===== src/rtl/core/char_class_range_table_assert.svh =====
// assertion macros for the character class range table
`ifndef CHAR_CLASS_RANGE_TABLE_ASSERT_SVH
`define CHAR_CLASS_RANGE_TABLE_ASSERT_SVH

`ifndef SYNTHESIS
`define CCRT_ASSERT_IMPL(label, clk, rst_n, ante, cons) \
  label: assert property (@(posedge clk) disable iff (!rst_n) (ante) |-> (cons)) \
    else $error("char_class_range_table: check failed");
`define CCRT_ASSERT_NEXT(label, clk, rst_n, ante, cons) \
  label: assert property (@(posedge clk) disable iff (!rst_n) (ante) |=> (cons)) \
    else $error("char_class_range_table: check failed");
`else
`define CCRT_ASSERT_IMPL(label, clk, rst_n, ante, cons)
`define CCRT_ASSERT_NEXT(label, clk, rst_n, ante, cons)
`endif

`endif


===== src/rtl/core/ccrt_pkg.sv =====
package ccrt_pkg;

  localparam int MAX_RANGES = 32;
  localparam int CODE_LIMIT = 1114112;
  localparam int CODE_W     = 21;
  localparam int CNT_W      = $clog2(MAX_RANGES + 2);
  localparam int OUT_CNT_W  = 6;
  localparam int ACT_W      = 2;

  typedef logic [CODE_W-1:0] code_t;
  typedef logic [CNT_W-1:0]  cnt_t;

  localparam code_t LIMIT = CODE_W'(CODE_LIMIT);

  typedef enum logic [ACT_W-1:0] {
    ACT_ADD  = 2'd0,
    ACT_TEST = 2'd1,
    ACT_COMP = 2'd2
  } action_e;

  typedef enum logic [2:0] {
    CELL_HOLD,
    CELL_CLASSIFY,
    CELL_INSERT,
    CELL_HEAD,
    CELL_MERGE,
    CELL_COMP
  } cell_op_e;

  typedef enum logic [1:0] {
    ST_IDLE,
    ST_APPLY,
    ST_MERGE
  } state_e;

  // broadcast from the controller to every cell
  typedef struct packed {
    cell_op_e op;
    code_t    lo_new;
    code_t    hi_new;
    code_t    cp;
    logic     skip_first;
  } cell_cmd_t;

  // what a cell shows its neighbors
  typedef struct packed {
    code_t lo;
    code_t hi;
    logic  valid;
    logic  below;
    logic  absorb;
  } cell_link_t;

  // per-cell status toward the controller
  typedef struct packed {
    logic hit;
    logic merge;
    logic at_limit;
  } cell_stat_t;

endpackage


===== src/rtl/core/ccrt_cell.sv =====
module ccrt_cell import ccrt_pkg::*; (
  input  logic       clk_i,
  input  logic       rst_ni,
  input  cell_cmd_t  cmd_i,
  input  logic       valid_i,
  input  cell_link_t left_i,
  input  cell_link_t right_i,
  output cell_link_t link_o,
  output cell_stat_t stat_o
);

  code_t lo_q, lo_d, hi_q, hi_d;
  logic  below_q, below_d, absorb_q, absorb_d, hit_q, hit_d;
  logic  head, after;

  // first cell that overlaps or touches the added range
  assign head  = absorb_q & ~left_i.absorb;
  assign after = ~below_q & ~head;

  assign link_o = '{lo: lo_q, hi: hi_q, valid: valid_i, below: below_q, absorb: absorb_q};

  assign stat_o.hit      = hit_q;
  assign stat_o.merge    = head & right_i.valid & (right_i.lo <= hi_q);
  assign stat_o.at_limit = valid_i & (hi_q == LIMIT);

  always_comb begin
    lo_d     = lo_q;
    hi_d     = hi_q;
    below_d  = below_q;
    absorb_d = absorb_q;
    hit_d    = hit_q;
    unique case (cmd_i.op)
      CELL_CLASSIFY: begin
        below_d  = valid_i & (hi_q < cmd_i.lo_new);
        absorb_d = valid_i & ~(hi_q < cmd_i.lo_new) & (lo_q <= cmd_i.hi_new);
        hit_d    = valid_i & (lo_q <= cmd_i.cp) & (cmd_i.cp < hi_q);
      end
      CELL_INSERT: begin
        if (!below_q) begin
          if (left_i.below) begin
            lo_d = cmd_i.lo_new;
            hi_d = cmd_i.hi_new;
          end else begin
            lo_d = left_i.lo;
            hi_d = left_i.hi;
          end
        end
      end
      CELL_HEAD: begin
        if (head) begin
          lo_d = (cmd_i.lo_new < lo_q) ? cmd_i.lo_new : lo_q;
          hi_d = (cmd_i.hi_new > hi_q) ? cmd_i.hi_new : hi_q;
        end
      end
      CELL_MERGE: begin
        if (head) begin
          hi_d = (right_i.hi > hi_q) ? right_i.hi : hi_q;
        end else if (after) begin
          lo_d = right_i.lo;
          hi_d = right_i.hi;
        end
      end
      CELL_COMP: begin
        if (cmd_i.skip_first) begin
          lo_d = hi_q;
          hi_d = right_i.valid ? right_i.lo : LIMIT;
        end else begin
          lo_d = left_i.hi;
          hi_d = valid_i ? lo_q : LIMIT;
        end
      end
      default: begin
      end
    endcase
  end

  always_ff @(posedge clk_i) begin
    lo_q <= lo_d;
    hi_q <= hi_d;
  end

  always_ff @(posedge clk_i or negedge rst_ni) begin
    if (!rst_ni) begin
      below_q  <= 1'b0;
      absorb_q <= 1'b0;
      hit_q    <= 1'b0;
    end else begin
      below_q  <= below_d;
      absorb_q <= absorb_d;
      hit_q    <= hit_d;
    end
  end

endmodule


===== config.mk =====
export PLATFORM = sky130hd
export DESIGN_NAME = ccrt_cell
export DESIGN_NICKNAME = d
export VERILOG_FILES = /design/src/rtl/core/char_class_range_table_assert.svh /design/src/rtl/core/ccrt_pkg.sv /design/src/rtl/core/ccrt_cell.sv
export SDC_FILE = /design/constraint.sdc
export NUM_CORES = 1
export LEC_CHECK = 0
export ABC_AREA = 0
export BUFFER_PORTS_ARGS = -buffer_cell sky130_fd_sc_hd__buf_2
export CAP_MARGIN = 20
export CORE_UTILIZATION = 56
export DETAILED_ROUTE_END_ITERATION = 10
export GPL_ROUTABILITY_DRIVEN = 0
export PLACE_DENSITY = 0.92
export SYNTH_ARGS = -nofsm -noshare
export SYNTH_HDL_FRONTEND = slang
export SYNTH_SLANG_ARGS = --single-unit

===== constraint.sdc =====
create_clock -name clk_i -period 5.7 [get_ports clk_i]
set_input_delay 1.14 -clock clk_i [delete_from_list [all_inputs] [get_ports clk_i]]
set_output_delay 1.14 -clock clk_i [all_outputs]
set_load 0.05 [all_outputs]

==> flow_summary.yaml, run 1 <==
floorplanning:
  count_of_pins_on_the_block_boundary: 208
  die_area_mm2: 0.0130
  core_area_mm2: 0.0121
  fp.dieW_um: 114
  rows: 40
  die_h_um: 114
  start_util_pct: 57.9
placement:
  dp_wirelength_um: 19800
  port_buffers: 204
  post-place-cells: 1184
cells_and_area:
  nFillCells: 1012
  fin_nets: 1348
  post_layout_nonfiller_instances: 1194
  growth_of_design_area_from_synthesis_to_finish_pct: 17.8
  fraction_of_final_layout_cells_with_drive_strength_greater_than_1_pct: 22.2
logic_synthesis:
  synthesis.instances: 839
  synth_area_per_cell_um2: 8.36
  post_synth_main_area_contributors: "ha_1, edfxtp_1, inv_1"
  synth_top_area_share_pct: 29.4
  synth_warnings: 0
  synth.ff_latch_count: 45
  synthArstFlopShare_pct: 6.67
  synth_common_cells: "ha_1, inv_1, a21oi_1"
  synth_most_common_cell: "ha_1"
  synth-edff-count: 42
  ys_seq_area_share_pct: 19.1
  yosysTopAreaCell: "ha_1"
  syn-num-nets: 1164
  synth_ff_type: "edfxtp_1"
  netlist_area_mm2: 0.00701
  post_synth_num_cell_types: 55
setup_path:
  biggest_fanout_along_the_worst_timing_path: 3
  critPathLaunchType: "input port"
  rr_startpoint: "hi_q[16]"
  timing.critical_path.arrival_ns: 3.01
  critical_path_endpoint_category: "primary output"
  critical_path_required_ns: 4.56
  type_of_the_worst_setup_path: "input port to primary output"
  timing.critical_path.from: "right_i[30]"
  rrSetupSlack_ns: 2.27
clocking:
  insertion_delay_ns: 0.31
  cts-root-buf: "clkbuf_16"
  cts.repair_timing.setup_buffer_count: 0
  cells_resized_by_post_cts_repair: 0
  clk_transition_reported_paths_ns: 0.07
  tritoncts.num_buffers: 5
  sink_count: 45
  cts_hold_buf: 0
  cts.htree.levels: 2
  clockBufferDepth: 2
  clock_tree_from_tritoncts: "built"
flow_run:
  cap_violations: 0
power:
  max-vdd-ir-drop_mv: 0.128
  intPower_w: 0.000832
  power.clock.fraction_pct: 20.4
  power.density_cell_area_mw_per_mm2: 182
  power.leakage_nw: 4.32
  power.share.sequential_pct: 30.6
  power.switching_fraction_pct: 44.6
  power_switching_w: 0.000669
  share_comb_of_total_power_pct: 48.9
detailed_routing:
  count_of_antenna_violating_nets_left_after_detailed_routing: 0
  detailroute.via_count: 8015
  drt_pass1_iterations: 7
  post_drt_wl_per_cell_um: 21.6
  drt-vias-per-instance: 6.71
  routed_wirelength_um: 25700
  drc: 0
  first_iter_violations: 1080
timing:
  hold_viol: 0
  slew_viol_final: 0
  rsz0062_at_grt: "no"
  final_number_of_setup_violating_endpoints: 0
  finalSetupTns_ns: 0
  timing.final.crit_share_pct: 72.8
  worst_pin_slew_ns: 1.09
  timing.max_slew.rel_slack_pct: 27.6
  timing.clock.skew_ns: 0.0121
  achievable-frequency_mhz: 241
  final.min_clock_period_ns: 4.15
hold_path:
  hp-class: "flop to flop"
  min_from: "hit_q"
global_route:
  grt_antenna_before_repair: 1
  grt_pass1_wl_um: 39100
  grt_pass1_vias: 7578
  overall_overflow_remaining_after_global_route: 0
  gr-usage-all-layers_pct: 39.5
  grt_max_degree: 66
outcome:
  run_status: "finished clean"
[state kept, by name (all words and copies together), names as in the netlist]
signal	count
below_q	1
hi_q	21
hit_q	1
lo_q	21
absorb_q	1
[cells by family after synthesis]
family	count (synthesis)	share of synthesized area, %
buffers and inverters	142	8.51
multiplexers	26	3.80
adder cells (fa/ha/maj)	165	29.4
AND/OR/NAND/NOR	180	13.2
flip-flops	45	19.1
AO/OA/AOI/OAI	281	26.0
[routing by layer]
layer	part of all wire (%)	routed length, µm	GRT usage (%)	vias to the layer above
li1	-	-	-	3550
met2	44	11300	64.0	733
met1	35	9110	47.7	3589
met4	6.5	1680	23.3	0
met5	0	0	0	-
met3	14	3700	9.67	143
[cells in the final DEF (no fill, tap or decap), drive strengths merged, types with 8 or more instances in the layout]
cell / n
a21o: 24
a21oi: 63
a221oi: 14
a22oi: 38
buf: 210
edfxtp: 42
ha: 165
inv: 109
mux2i: 21
nand2: 56
nand3: 12
nand4: 29
nor2: 33
nor2b: 14
nor4: 8
o21ai: 71
o31ai: 12
[worst max-delay path, cell delays in order]
cell and delay [ns]:
buf_2 0.12, ha_1 0.30, a21o_1 0.19, a21o_1 0.17, a21oi_1 0.19, o21ai_0 0.18, o211ai_1 0.20, and4_1 0.24
buf_2 0.27
[through the flow]
step / worst slack (ns) / cell area, µm² / power (W) / utilization, % / hold slack, ns
after floorplan: 1.42 / 7010 / 0.000924 / - / 0.509
after global placement: 1.63 / 8120 / 0.00114 / 67.0 / 0.540
after detailed placement: 1.60 / 8120 / 0.00117 / 67.0 / 0.544
after CTS: 1.59 / 8260 / 0.00147 / 68.2 / 0.552
after global routing: 1.53 / 8260 / 0.00157 / 68.2 / 0.599
final: 1.55 / 8260 / 0.00150 / 68.2 / 0.560
[power groups by stage]
stage	sequential, W	combinational, W	clock, W
finish	0.000459	0.000734	0.000307
global route	0.000461	0.000801	0.000312
CTS	0.000456	0.000715	0.000299
detailed placement	0.000463	0.000708	0
global placement	0.000463	0.000680	0
floorplan	0.000535	0.000389	0
[layout make-up]
cell class                 instances  area, µm²  area share, %
clock buffer                       5        125           1.51
multi-input combinational        652       5100           61.7
timing repair buffer             210       1070           12.9
sequential                        45       1340           16.2
tap                              168        210           2.54
antenna                            2       5.00         0.0606
inverter                         109        409           4.95
clock inverter                     3       12.5          0.151
[path summary, 6_finish.rpt]
kind                              to  depth (start not counted)
min                            hit_q                          2
max reg2reg                 hi_q[12]                          7
min in group asynchronous   absorb_q                          1
min reg2reg                    hit_q                          2
max                        stat_o[1]                          9
max in group asynchronous    below_q                          1
No activity file was read; power rests on OpenSTA's default activity.
==> run 2: changes to the inputs <==
Settings changed: CORE_UTILIZATION 56 to 54, PLACE_DENSITY 0.92 to 0.89.
Clock period 5.7 ns to 4.2 ns, I/O delays scaled along.
==> run 2 against run 1 <==
Clock skew shrank 0.0034 ns; sequential cell count stayed put; global-route usage shrank 0.52 points; sequential share of layout area down 0.13 points; first-iteration DRC count down 13%; register-to-register slack got worse by 1.2 ns; final area grew 0.83%; non-clock buffer count is 7 higher; sequential power rose by 36%; die area increased by 3.6%; via count shrank 1.2%; routed wire length is 0.23% lower; critical path type unchanged; highest routed layer unchanged.
==> flow_summary.yaml, run 2 (synthesis results as in run 1) <==
outcome:
  run_status: "finished clean"
global_route:
  gr-usage-met1_pct: 47.6
  met3_usage_pct: 8.79
  grt_antenna_before_repair: 1
  grt.met2_usage_pct: 62.8
  top_usage_layer: "met2"
  grt_max_degree: 66
  overall_overflow_remaining_after_global_route: 0
  grt_pass1_wl_um: 39600
  grt_pass1_vias: 7652
  gr-usage-all-layers_pct: 39.0
floorplanning:
  rows: 41
  die_h_um: 116
  start_util_pct: 55.6
  die_area_mm2: 0.0134
  core_area_mm2: 0.0126
  count_of_pins_on_the_block_boundary: 208
  fp.dieW_um: 116
clocking:
  cts.repair_timing.setup_buffer_count: 0
  cts-root-buf: "clkbuf_16"
  cts.htree.levels: 2
  tritoncts.num_buffers: 5
  insertion_delay_ns: 0.32
  cts_hold_buf: 0
  sink_count: 45
  clockBufferDepth: 2
  clk_transition_reported_paths_ns: 0.07
  clock_tree_from_tritoncts: "built"
  cells_resized_by_post_cts_repair: 0
power:
  power.leakage_nw: 4.36
  max-vdd-ir-drop_mv: 0.175
  power.density_cell_area_mw_per_mm2: 247
setup_path:
  critPathLaunchType: "input port"
  worst_r2r_endpoint: "hi_q[12]"
  type_of_the_worst_setup_path: "input port to primary output"
  timing.critical_path.arrival_ns: 2.69
  critical_path_endpoint_category: "primary output"
  rr_startpoint: "hi_q[17]"
  cpMaxStageDelayCell: "ha_1"
  biggest_fanout_along_the_worst_timing_path: 3
  max_stage_delay_ns: 0.34
  critical_path.cell_chain: "buf_2, ha_1, a21o_1, a21o_1, a21oi_1, o21ai_0, o211ai_1, and4_1, buf_2"
  critical_path_required_ns: 3.36
  rrSetupSlack_ns: 1.10
  number_of_cells_on_the_worst_reg_to_reg_path: 8
detailed_routing:
  count_of_antenna_violating_nets_left_after_detailed_routing: 0
  drc: 0
  post_drt_wl_per_cell_um: 21.3
  first_iter_violations: 941
  routed_wirelength_um: 25700
  drt_pass1_iterations: 5
  detailroute.via_count: 7915
  drt-vias-per-instance: 6.57
flow_run:
  cap_violations: 0
timing:
  timing.final.crit_share_pct: 84.1
  final.min_clock_period_ns: 3.53
  final_number_of_setup_violating_endpoints: 0
  hold_viol: 0
  achievable-frequency_mhz: 283
  rsz0062_at_grt: "no"
  timing.clock.skew_ns: 0.00871
  slew_viol_final: 0
  timing.final.ws_setup_ns: 0.669
  finalSetupTns_ns: 0
  timing.max_slew.rel_slack_pct: 35.7
  worst_pin_slew_ns: 0.965
cells_and_area:
  fin_nets: 1355
  nFillCells: 1076
  growth_of_design_area_from_synthesis_to_finish_pct: 18.8
  most-common-layout-cells: "buf_2, ha_1, inv_1"
  largestRegisters: "hi_q: 21 flops, lo_q: 21 flops"
  fraction_of_final_layout_cells_with_drive_strength_greater_than_1_pct: 22.8
  final_common_cell: "buf_2"
hold_path:
  hp-class: "input port to asynchronous set/reset pin"
placement:
  port_buffers: 204
  worst_slack_placed_ns: 0.703
  dp_wirelength_um: 20300
[run 2: cell types whose count changed in the layout (fill, tap and decap cells not counted), sizes merged]
cell / delta
clkinv: -1
diode: -1
clkbuf: +1
buf: +7
[run 2: final cells by class]
type / instances / area [µm²] / share of cell area, %
multi-input cells: 652 / 5100 / 61.2
flip-flops and latches: 45 / 1340 / 16.0
repair buffers: 217 / 1130 / 13.6
inverters: 109 / 409 / 4.91
well taps: 172 / 215 / 2.58
clock buffers: 6 / 129 / 1.55
clock inverters: 2 / 10.0 / 0.120
diodes: 1 / 2.50 / 0.0300
[run 2: through the flow]
stage	power (W)	cells	hold slack [ns]	instance area, µm²	util, %
floorplan	0.00125	839	0.509	7010	-
global placement	0.00157	1195	0.548	8190	64.9
detailed placement	0.00160	1195	0.549	8190	64.9
CTS	0.00202	1203	0.304	8330	66.0
global route	0.00216	1204	0.304	8330	66.0
finish	0.00205	1204	0.300	8330	66.0
[run 2: per-layer routing]
layer	vias up	wire, µm
li1	3576	-
met1	3584	9480
met2	625	11500
met3	130	3190
met4	0	1510
met5	-	0
[run 2: worst max-delay path by stage]
stage | endpoint | start | cells past startpoint | slack, ns
3_5_place_dp | stat_o[1] | right_i[30] | 9 | 0.70
6_report | stat_o[1] | right_i[30] | 9 | 0.67
3_3_place_gp | stat_o[1] | right_i[30] | 9 | 0.73
4_1_cts | stat_o[1] | right_i[30] | 9 | 0.69
2_1_floorplan | lo_q[0] | cmd_i[57] | 7 | 0.22
5_1_grt | stat_o[1] | right_i[30] | 9 | 0.53
[run 2: report_power, final]
group | switching [W] | leakage [nW] | total [W] | internal (W)
sequential | 0.0000708 | 0.436 | 0.000623 | 0.000552
combinational | 0.000639 | 3.85 | 0.00101 | 0.000370
clock | 0.000204 | 0.0706 | 0.000423 | 0.000220
[run 2: worst max-delay path, delay by kind of cell]
family / cells / cell delay (ns)
buffers and inverters: 2 / 0.39
AND/OR/NAND/NOR: 1 / 0.23
AO/OA/AOI/OAI: 5 / 0.88
adder cells (fa/ha/maj): 1 / 0.34
